<file path="config.mk">
export PLATFORM = sky130hd
export DESIGN_NAME = dashboard_signal_monitor
export DESIGN_NICKNAME = d
export VERILOG_FILES = /design/src/rtl/dsm_pkg.sv /design/src/rtl/dashboard_signal_monitor.sv
export SDC_FILE = /design/constraint.sdc
export NUM_CORES = 1
export LEC_CHECK = 0
export BUFFER_PORTS_ARGS = -buffer_cell sky130_fd_sc_hd__buf_4
export CELL_PAD_IN_SITES_DETAIL_PLACEMENT = 0
export CELL_PAD_IN_SITES_GLOBAL_PLACEMENT = 1
export CORE_MARGIN = 1
export CORE_UTILIZATION = 40
export CTS_CLUSTER_SIZE = 25
export DETAILED_ROUTE_END_ITERATION = 16
export GPL_TIMING_DRIVEN = 0
export PLACE_DENSITY_LB_ADDON = 0.1
export REMOVE_ABC_BUFFERS = 1
export SLEW_MARGIN = 5
export SYNTH_ARGS = -nofsm -noshare
export SYNTH_HDL_FRONTEND = slang
export SYNTH_SLANG_ARGS = --single-unit
</file>
<file path="constraint.sdc">
create_clock -name clk -period 6.9 [get_ports clk]
set_input_delay 0.345 -clock clk [delete_from_list [all_inputs] [get_ports clk]]
set_output_delay 0.345 -clock clk [all_outputs]
set_load 0.02 [all_outputs]
</file>
<file path="src/rtl/dsm_pkg.sv">
// ---------------------------------------------------------------------------
// dsm_pkg
// types, field layout and constants of the dashboard signal monitor
// ---------------------------------------------------------------------------
package dsm_pkg;

	// number of heartbeat fields carried in one input word
	localparam int NODE_FIELDS   = 3;
	localparam int NUM_NODES_DEF = 3;
	localparam int HB_W          = 8;

	// input word layout
	localparam int S_DATA_W    = 128;
	localparam int RPM_LSB     = 0;
	localparam int TORQUE_LSB  = 16;
	localparam int TEMP_LSB    = 32;
	localparam int MV_LSB      = 42;
	localparam int MODE_LSB    = 58;
	localparam int FAULT_LSB   = 66;
	localparam int ESTOP_BIT   = 98;
	localparam int OVERC_BIT   = 99;
	localparam int HB_LSB      = 100;

	// output word layout
	localparam int M_DATA_W    = 40;
	localparam int SPEED_LSB   = 0;
	localparam int TSHOWN_LSB  = 12;
	localparam int TZONE_LSB   = 19;
	localparam int BZONE_LSB   = 21;
	localparam int WARN_LSB    = 23;
	localparam int MODE_O_LSB  = 28;
	localparam int ALIVE_LSB   = 36;

	localparam int CFG_IDX_W   = 3;
	localparam int CFG_DATA_W  = 16;

	typedef enum logic [CFG_IDX_W-1:0] {
		REG_TEMP_GREEN_MAX  = 3'd0,
		REG_TEMP_YELLOW_MAX = 3'd1,
		REG_TEMP_ORANGE_MAX = 3'd2,
		REG_BATT_GREEN_MIN  = 3'd3,
		REG_BATT_YELLOW_MIN = 3'd4,
		REG_HB_TIMEOUT      = 3'd5
	} cfg_reg_t;

	typedef enum logic [1:0] {
		ZONE_GREEN  = 2'd0,
		ZONE_YELLOW = 2'd1,
		ZONE_ORANGE = 2'd2,
		ZONE_RED    = 2'd3
	} zone_t;

	// warning mask bits
	localparam int WARN_CHECK_ENGINE = 0;
	localparam int WARN_TEMP         = 1;
	localparam int WARN_BATTERY      = 2;
	localparam int WARN_ESTOP        = 3;
	localparam int WARN_OVERCURRENT  = 4;

	localparam logic [9:0]  TEMP_GREEN_RST  = 10'd60;
	localparam logic [9:0]  TEMP_YELLOW_RST = 10'd80;
	localparam logic [9:0]  TEMP_ORANGE_RST = 10'd100;
	localparam logic [15:0] BATT_GREEN_RST  = 16'd12000;
	localparam logic [15:0] BATT_YELLOW_RST = 16'd11000;
	localparam logic [7:0]  HB_TIMEOUT_RST  = 8'd3;

	localparam logic [6:0]  TORQUE_MAX  = 7'd100;
	localparam logic [11:0] SPEED_MAX   = 12'd3932;
	localparam logic [7:0]  STALE_MAX   = 8'd255;

	// rpm*60/1000 = ((rpm*3)>>1)/25, the /25 done as multiply by 2^22/25 rounded up
	localparam int          SPEED_SHIFT = 22;
	localparam logic [17:0] SPEED_RECIP = 18'd167773;

endpackage

</file>
<file path="src/rtl/dashboard_signal_monitor.sv">
// ---------------------------------------------------------------------------
// dashboard_signal_monitor
// turns one word of vehicle signals per refresh tick into dashboard values
// ---------------------------------------------------------------------------
// usage
//   s_tvalid/s_tready/s_tdata take one word of raw signals per tick, and
//   m_tvalid/m_tready/m_tdata give one word of dashboard values for each
//   word taken, in order. cfg_valid/cfg_ready/cfg_index/cfg_data write the
//   zone thresholds and the heartbeat timeout; cfg_ready is always high and
//   writes belong in quiet periods with no word in flight.
//   a word taken at the input handshake passes through one input register,
//   then the result register, which drives m_tvalid and m_tdata.
//   throughput is one word per cycle while m_tready is high, with the speed
//   multiplier on the combinational path from input to result register.
//   the heartbeat monitors update when a word moves into the result register.
//   when the receiver stalls, the result holds, one more word waits in the
//   input register, and only then does s_tready drop.
//   reset clears both stages, loads the default thresholds and marks every
//   node alive with a zero last count.
// ---------------------------------------------------------------------------
module dashboard_signal_monitor #(
	parameter int NUM_NODES = dsm_pkg::NUM_NODES_DEF
) (
	input  logic                              clk,
	input  logic                              arst_n,
	// rpm 15:0, torque 31:16, temp 41:32, mv 57:42, mode 65:58,
	// fault 97:66, estop 98, overcurrent 99, hb0 107:100, hb1 115:108,
	// hb2 123:116, zero 127:124
	input  logic [dsm_pkg::S_DATA_W-1:0]      s_tdata,
	input  logic                              s_tvalid,
	output logic                              s_tready,
	// speed_kmh 11:0, torque_shown 18:12, temp_band 20:19,
	// batt_band 22:21, warning_mask 27:23, vehicle_mode_out 35:28,
	// node0_alive 36, node1_alive 37, node2_alive 38, zero 39
	output logic [dsm_pkg::M_DATA_W-1:0]      m_tdata,
	output logic                              m_tvalid,
	input  logic                              m_tready,
	input  logic                              cfg_valid,
	output logic                              cfg_ready,
	input  logic [dsm_pkg::CFG_IDX_W-1:0]     cfg_index,
	input  logic [dsm_pkg::CFG_DATA_W-1:0]    cfg_data
);
	import dsm_pkg::*;

	localparam int WATCHED = (NUM_NODES < NODE_FIELDS) ? NUM_NODES : NODE_FIELDS;

	logic [9:0]  temp_green_q, temp_yellow_q, temp_orange_q;
	logic [15:0] batt_green_q, batt_yellow_q;
	logic [7:0]  hb_timeout_q;

	logic                in_valid_s1;
	logic [S_DATA_W-1:0] in_data_s1;
	logic                out_valid_s2;
	logic [M_DATA_W-1:0] out_data_s2;
	logic                advance;

	logic [HB_W-1:0] last_hb_q [WATCHED];
	logic [7:0]      stale_q   [WATCHED];
	logic [WATCHED-1:0] alive_q;
	logic [HB_W-1:0] last_hb_d [WATCHED];
	logic [7:0]      stale_d   [WATCHED];
	logic [WATCHED-1:0] alive_d;

	logic [15:0] rpm, torque, mv;
	logic [9:0]  temp;
	logic [17:0] rpm3;
	logic [34:0] speed_prod;
	logic [11:0] speed;
	logic [6:0]  torque_shown;
	zone_t       tzone, bzone;
	logic [4:0]  warn;
	logic [NODE_FIELDS-1:0] alive_out;
	logic [M_DATA_W-1:0]    result;

	assign cfg_ready = 1'b1;

	always_ff @(posedge clk or negedge arst_n) begin
		if (!arst_n) begin
			temp_green_q  <= TEMP_GREEN_RST;
			temp_yellow_q <= TEMP_YELLOW_RST;
			temp_orange_q <= TEMP_ORANGE_RST;
			batt_green_q  <= BATT_GREEN_RST;
			batt_yellow_q <= BATT_YELLOW_RST;
			hb_timeout_q  <= HB_TIMEOUT_RST;
		end else if (cfg_valid) begin
			case (cfg_index)
				REG_TEMP_GREEN_MAX:  temp_green_q  <= cfg_data[9:0];
				REG_TEMP_YELLOW_MAX: temp_yellow_q <= cfg_data[9:0];
				REG_TEMP_ORANGE_MAX: temp_orange_q <= cfg_data[9:0];
				REG_BATT_GREEN_MIN:  batt_green_q  <= cfg_data;
				REG_BATT_YELLOW_MIN: batt_yellow_q <= cfg_data;
				REG_HB_TIMEOUT:      hb_timeout_q  <= cfg_data[7:0];
				default: ;
			endcase
		end
	end

	// result register frees up when empty or being taken
	assign advance  = !out_valid_s2 || m_tready;
	assign s_tready = !in_valid_s1 || advance;

	always_ff @(posedge clk or negedge arst_n) begin
		if (!arst_n) begin
			in_valid_s1 <= 1'b0;
		end else if (s_tready) begin
			in_valid_s1 <= s_tvalid;
		end
	end

	always_ff @(posedge clk) begin
		if (s_tready && s_tvalid) begin
			in_data_s1 <= s_tdata;
		end
	end

	always_comb begin
		rpm    = in_data_s1[RPM_LSB +: 16];
		torque = in_data_s1[TORQUE_LSB +: 16];
		temp   = in_data_s1[TEMP_LSB +: 10];
		mv     = in_data_s1[MV_LSB +: 16];

		rpm3       = {2'b00, rpm} + {1'b0, rpm, 1'b0};
		speed_prod = 35'(rpm3[17:1]) * 35'(SPEED_RECIP);
		speed      = speed_prod[SPEED_SHIFT +: 12];

		torque_shown = (torque > 16'(TORQUE_MAX)) ? TORQUE_MAX : torque[6:0];

		if (temp <= temp_green_q) begin
			tzone = ZONE_GREEN;
		end else if (temp <= temp_yellow_q) begin
			tzone = ZONE_YELLOW;
		end else if (temp <= temp_orange_q) begin
			tzone = ZONE_ORANGE;
		end else begin
			tzone = ZONE_RED;
		end

		if (mv > batt_green_q) begin
			bzone = ZONE_GREEN;
		end else if (mv >= batt_yellow_q) begin
			bzone = ZONE_YELLOW;
		end else begin
			bzone = ZONE_RED;
		end

		warn                    = '0;
		warn[WARN_CHECK_ENGINE] = |in_data_s1[FAULT_LSB +: 32];
		warn[WARN_TEMP]         = (tzone == ZONE_ORANGE) || (tzone == ZONE_RED);
		warn[WARN_BATTERY]      = (bzone == ZONE_RED);
		warn[WARN_ESTOP]        = in_data_s1[ESTOP_BIT];
		warn[WARN_OVERCURRENT]  = in_data_s1[OVERC_BIT];
	end

	// per-node heartbeat watch, each node independent
	always_comb begin
		for (int i = 0; i < WATCHED; i++) begin
			last_hb_d[i] = last_hb_q[i];
			stale_d[i]   = stale_q[i];
			alive_d[i]   = alive_q[i];
			if (in_data_s1[HB_LSB + HB_W*i +: HB_W] != last_hb_q[i]) begin
				last_hb_d[i] = in_data_s1[HB_LSB + HB_W*i +: HB_W];
				stale_d[i]   = '0;
				alive_d[i]   = 1'b1;
			end else begin
				if (stale_q[i] != STALE_MAX) begin
					stale_d[i] = stale_q[i] + 8'd1;
				end
				if (stale_d[i] > hb_timeout_q) begin
					alive_d[i] = 1'b0;
				end
			end
		end
		alive_out = '0;
		alive_out[WATCHED-1:0] = alive_d;
	end

	always_ff @(posedge clk or negedge arst_n) begin
		if (!arst_n) begin
			for (int i = 0; i < WATCHED; i++) begin
				last_hb_q[i] <= '0;
				stale_q[i]   <= '0;
			end
			alive_q <= '1;
		end else if (in_valid_s1 && advance) begin
			for (int i = 0; i < WATCHED; i++) begin
				last_hb_q[i] <= last_hb_d[i];
				stale_q[i]   <= stale_d[i];
			end
			alive_q <= alive_d;
		end
	end

	always_comb begin
		result                          = '0;
		result[SPEED_LSB +: 12]         = speed;
		result[TSHOWN_LSB +: 7]         = torque_shown;
		result[TZONE_LSB +: 2]          = tzone;
		result[BZONE_LSB +: 2]          = bzone;
		result[WARN_LSB +: 5]           = warn;
		result[MODE_O_LSB +: 8]         = in_data_s1[MODE_LSB +: 8];
		result[ALIVE_LSB +: NODE_FIELDS] = alive_out;
	end

	always_ff @(posedge clk or negedge arst_n) begin
		if (!arst_n) begin
			out_valid_s2 <= 1'b0;
		end else if (advance) begin
			out_valid_s2 <= in_valid_s1;
		end
	end

	always_ff @(posedge clk) begin
		if (advance && in_valid_s1) begin
			out_data_s2 <= result;
		end
	end

	assign m_tvalid = out_valid_s2;
	assign m_tdata  = out_data_s2;

endmodule

</file>
* Yosys cells after proc, flatten, opt, wreduce, memory -nomap -nowiden
Index checks and enable logic that the tools add are counted.
Storage, ports and cells: flip-flop bits (word level) 286, bits in latches 0, RAM bits 0, memory bits (read-only) 0, output and inout bits 43, memories 0
Operators by class: $add $sub $neg 4, multipliers 1, divide/modulo/power cells 0, magnitude comparators 9, equal/unequal tests 14, shifts and indexed selects 0, muxes and demuxes 20, bitwise logic cells 0, reduce and logical (&&, ||, !) cells 18
Operators with widths (count):
- $mux W8 | 9
- $mul A17 B18 Y34 const B | 1
- $reduce_or A32 Y1 | 1
- $le A10 B10 Y1 | 3
- $add A8 B1 Y8 const B | 3
- $gt A8 B8 Y1 | 3
- $ne A8 B8 Y1 | 3
- $ne A8 B8 Y1 const B | 3
- $add A16 B17 Y18 | 1
- $reduce_and A2 Y1 | 9
- $ge A16 B16 Y1 | 1
- $gt A16 B16 Y1 | 1
- $gt A16 B7 Y1 const B | 1
- $mux W2 | 4
- $mux W1 | 7
- $eq A2 B2 Y1 const B | 3
- $eq A3 B2 Y1 const B | 2
- $eq A3 B3 Y1 const B | 2
- $eq A3 B1 Y1 const B | 1
- $logic_not A3 Y1 | 1
- $logic_or A1 B1 Y1 | 3
- $logic_and A1 B1 Y1 | 2
- $logic_not A1 Y1 | 2

* Depth between registers and ports, before layout
word-level depth 6, gate-level depth with buffers 31, mapped depth without buffers 31

* Worst setup path before layout
No wires, ideal clock.
kind flip-flop to flip-flop, start register in_data_s1[1], end register out_data_s2[11], in the netlist m_tdata[11] (data pin), library setup time 0.258 ns, data arrival time 6.981 ns, data required time 6.642 ns, slack -0.339 ns, cell stages (with the launch flop) 29, path buffers 0, period minus slack after synthesis 7.239 ns, cell sequence edfxtp_1 ha_1 inv_1 fa_1 and2b_1 o21a_1 o211a_1 o21ai_0 nand2b_1 xnor2_1 inv_1 fa_1 inv_1 fa_1 fa_1 fa_1 fa_1 inv_1 fa_1 inv_1 ha_1 a21oi_1 nor2b_1 o21ai_0 a21boi_0 o41ai_1 a21oi_1 xnor3_1 xor2_1
Between the ends: cells in the longest elaborated chain, start to end 2
Ends and longest elaborated chain:
- from (decl) | RTL line dashboard_signal_monitor.sv:52 | logic [S_DATA_W-1:0] in_data_s1;
- from (signal assigned) | RTL line dashboard_signal_monitor.sv:112 | in_data_s1 <= s_tdata;
- $add A16 B17 Y18 | RTL line dashboard_signal_monitor.sv:122 | rpm3 = {2'b00, rpm} + {1'b0, rpm, 1'b0};
- $mul A17 B18 Y34 | RTL line dashboard_signal_monitor.sv:123 | speed_prod = 35'(rpm3[17:1]) * 35'(SPEED_RECIP);
- named net result[11] | RTL line dashboard_signal_monitor.sv:73 | logic [M_DATA_W-1:0] result;
- to (signal assigned) | RTL line dashboard_signal_monitor.sv:214 | out_data_s2 <= result;
- to (decl) | RTL line dashboard_signal_monitor.sv:54 | logic [M_DATA_W-1:0] out_data_s2;
The timed path passes the listed nets, and every way through them passes these cells. A chain may end at the register's enable or synchronous reset.

* Worst setup path after layout
Ends and elaborated chain as after synthesis.

==> results.toml <==
[run_status]
status = "finished with violations"
violations = "negative setup slack"

[clocking]
htree_levels = 2
cts_root_buf = "clkbuf_16"
cts_made_buffers = 35
clk_path_buf_depth = 3
cts.sinks = 284
cts_tree = "done"
clk_latency_ps = 540
path_clk_slew_ps = 60

[final_layout]
final_cell_mix = "inv_1 (263), buf_4 (226), ha_1 (219), edfxtp_1 (161), dlygate4sd3_1 (130)"
final_layout_size_suffix_gt1_share_pct = 25.59
syn_to_final_growth_pct = 31.62
nets = 2505
final_common_cell = "inv_1"
n_antenna_cell = 0

[critical_path]
worstReg2RegStart = "in_data_s1[1]"
ff2ff_path_depth = 27
crit_type = "flop to flop"
path_common_cell = "fa_1"
cp_slowest_cell = "fa_2"
max_stage_delay_ps = 600
path_max_fanout = 4
end_kind = "flop"
crit_arrival_ps = 7500
cp-start-kind = "flop"
rr_endpoint = "m_tdata[11]"
required_ps = 7180
r2r_slack_ps = -310

[floorplan]
die_h_um = 217.3
fp.dieW_um = 217.3
pin_count = 195
core_sq_um = 45580
dieArea_sq_um = 47200
start_util_pct = 40.66
rows = 78

[synthesis]
syn_avg_cell_area_sq_um = 11.50
synth.distinct_cells = 58
synth-seq-area-share_pct = 42.89
synthCells = 1612
synth_edf_count = 161
synthFlopType = "edfxtp_1"
synth-seq-cells = 284
synth.area.top_cells = "edfxtp_1 (26%), ha_1 (17%), dfrtp_1 (13%), fa_1 (11%), inv_1 (5.8%)"
synthArstFlopShare_pct = 43.31
yosys_warnings = 0
yosys.area.top_type = "edfxtp_1"
syn-cell-area_sq_um = 18530
yosys.area.top_type_share_pct = 26.09

[place]
portBuffers = 188
place_hpwl_mm = 31.50
gp_congestion = 0.8605
post-place-ws_ps = -1677

[timing]
maxSlewHeadroom_pct = 26.28
finalCritPeriodShare_pct = 104.6
setup_violations = 10
maxSlewViolCount = 0
finalSetupTns_ps = -1725
fin_skew_ps = 10.74
worstMarginPinSlew_ps = 1100
clock.fmax_mhz = 138.6
setup_slack_ps = -314.8
rsz0062_at_grt = "yes"
hold_viol_final = 0
period_needed_ps = 7215

[drt]
totalWireLength_mm = 42.50
topRoutingLayerUsed = "met4"
drtPass1Iterations = 6
wl_met1_mm = 18.91
vias_per_cell = 4.788
met3WireLength_mm = 1.256
ant_nets = 0
via_count = 12580
drc = 0
wl_per_cell_um = 16.17
drt_iter0_markers = 459
met2_length_mm = 21.48

[global_route]
grtUsageTotal_pct = 18.44
grt_pass1_vias = 13340
grt-ovfl-total = 0
grt_pass1_wl_mm = 68.61
antenna_found_initial = 1
grt_max_degree = 70

[worst_hold_path]
whs_endpoint = "in_data_s1[9]"
hold_path_class = "input port to flop"
whs_path_depth = 1
hp-start = "s_tdata[9]"

[run]
cap_violations = 0
## worst max-delay path: cells and delay by family (launching register included)
kind,cells,cell delay (ps)
AO/OA/AOI/OAI,8,1570
XOR/XNOR,3,560
adder cells (fa/ha/maj),8,3400
buffers and inverters,4,450
flip-flops,1,430
AND/OR/NAND/NOR,4,540
## per-layer routing
metal  track usage (%)  up-vias
li1                  -     6292
met1             23.66     6081
met2             32.25      157
met3             2.837       54
met4             4.906        0
met5                 0        -
## synthesized netlist by cell type (all sizes together) (16+ instances only)
| cell | count |
|---|---|
| nand2 | 106 |
| xor2 | 37 |
| fa | 106 |
| nor2 | 38 |
| nand2b | 20 |
| edfxtp | 161 |
| a21oi | 58 |
| o21ai | 94 |
| nor4 | 16 |
| xnor2 | 31 |
| ha | 246 |
| nand3 | 34 |
| dfrtp | 94 |
| a21o | 31 |
| clkbuf | 16 |
| dfstp | 29 |
| mux2 | 52 |
| inv | 285 |
| nor3 | 16 |
| nand4 | 20 |
## how the worst max path moves through the flow
stage          cells past startpoint          start           to
3_5_place_dp                      29  in_data_s1[1]  m_tdata[10]
4_1_cts                           28  in_data_s1[1]  m_tdata[11]
3_3_place_gp                      29  in_data_s1[1]  m_tdata[10]
6_report                          27  in_data_s1[1]  m_tdata[11]
5_1_grt                           28  in_data_s1[1]  m_tdata[11]
2_1_floorplan                     28  in_data_s1[1]  m_tdata[11]
## kinds of logic (layout without fill, tap and decap cells)
logic type	Yosys count	after routing	synth area share (%)
compound gates	256	256	8.493
xor+xnor	69	69	3.376
fa+ha+maj	352	352	28.06
buf+inv	306	722	6.279
flops	284	284	42.89
mux	52	52	3.160
other cells	2	2	0.04052
simple gates	291	291	7.703
## flip-flops by register name, indices dropped and copies added (netlist names)
signal and count:
in_data_s1 124, batt_green_q 16, temp_orange_q 10, temp_green_q 10
last_hb_q 24, stale_q 24, in_valid_s1 1, m_tdata 37
hb_timeout_q 8, batt_yellow_q 16, alive_q 3, m_tvalid 1
temp_yellow_q 10
## stage by stage
| stage | utilization [%] | area [sq um] | hold slack (ps) | cells |
|---|---|---|---|---|
| after floorplan | - | 18440 | 49.41 | 1592 |
| after global placement | 45.21 | 20600 | 400.1 | 2380 |
| after detailed placement | 45.58 | 20770 | 344.6 | 2386 |
| after CTS | 52.16 | 23770 | 3.469 | 2603 |
| after global routing | 53.52 | 24390 | 5.533 | 2628 |
| final | 53.52 | 24390 | 41.17 | 2628 |
## what timing repair did
item / CTS / global route
hold endpoints to repair: 175 / 0
setup endpoints to repair: 12 / 12
resized for setup: 84 / 89
hold buffers: 130 / 0
gates cloned: 0 / 0
pin swaps: 51 / 72
buffers inserted: 23 / 25
## area by class of cell
type,instances,area [sq um]
fill,4023,21180
clock buffer,46,978.4
inverter,286,1080
multi-input combinational,1022,10290
sequential,284,7949
timing repair buffer,372,3228
tap,600,750.7
clock inverter,18,115.1
Power is left out: the tool's default activity adds up to more than one toggle a clock period on the data nets, which glitch-free logic cannot reach.
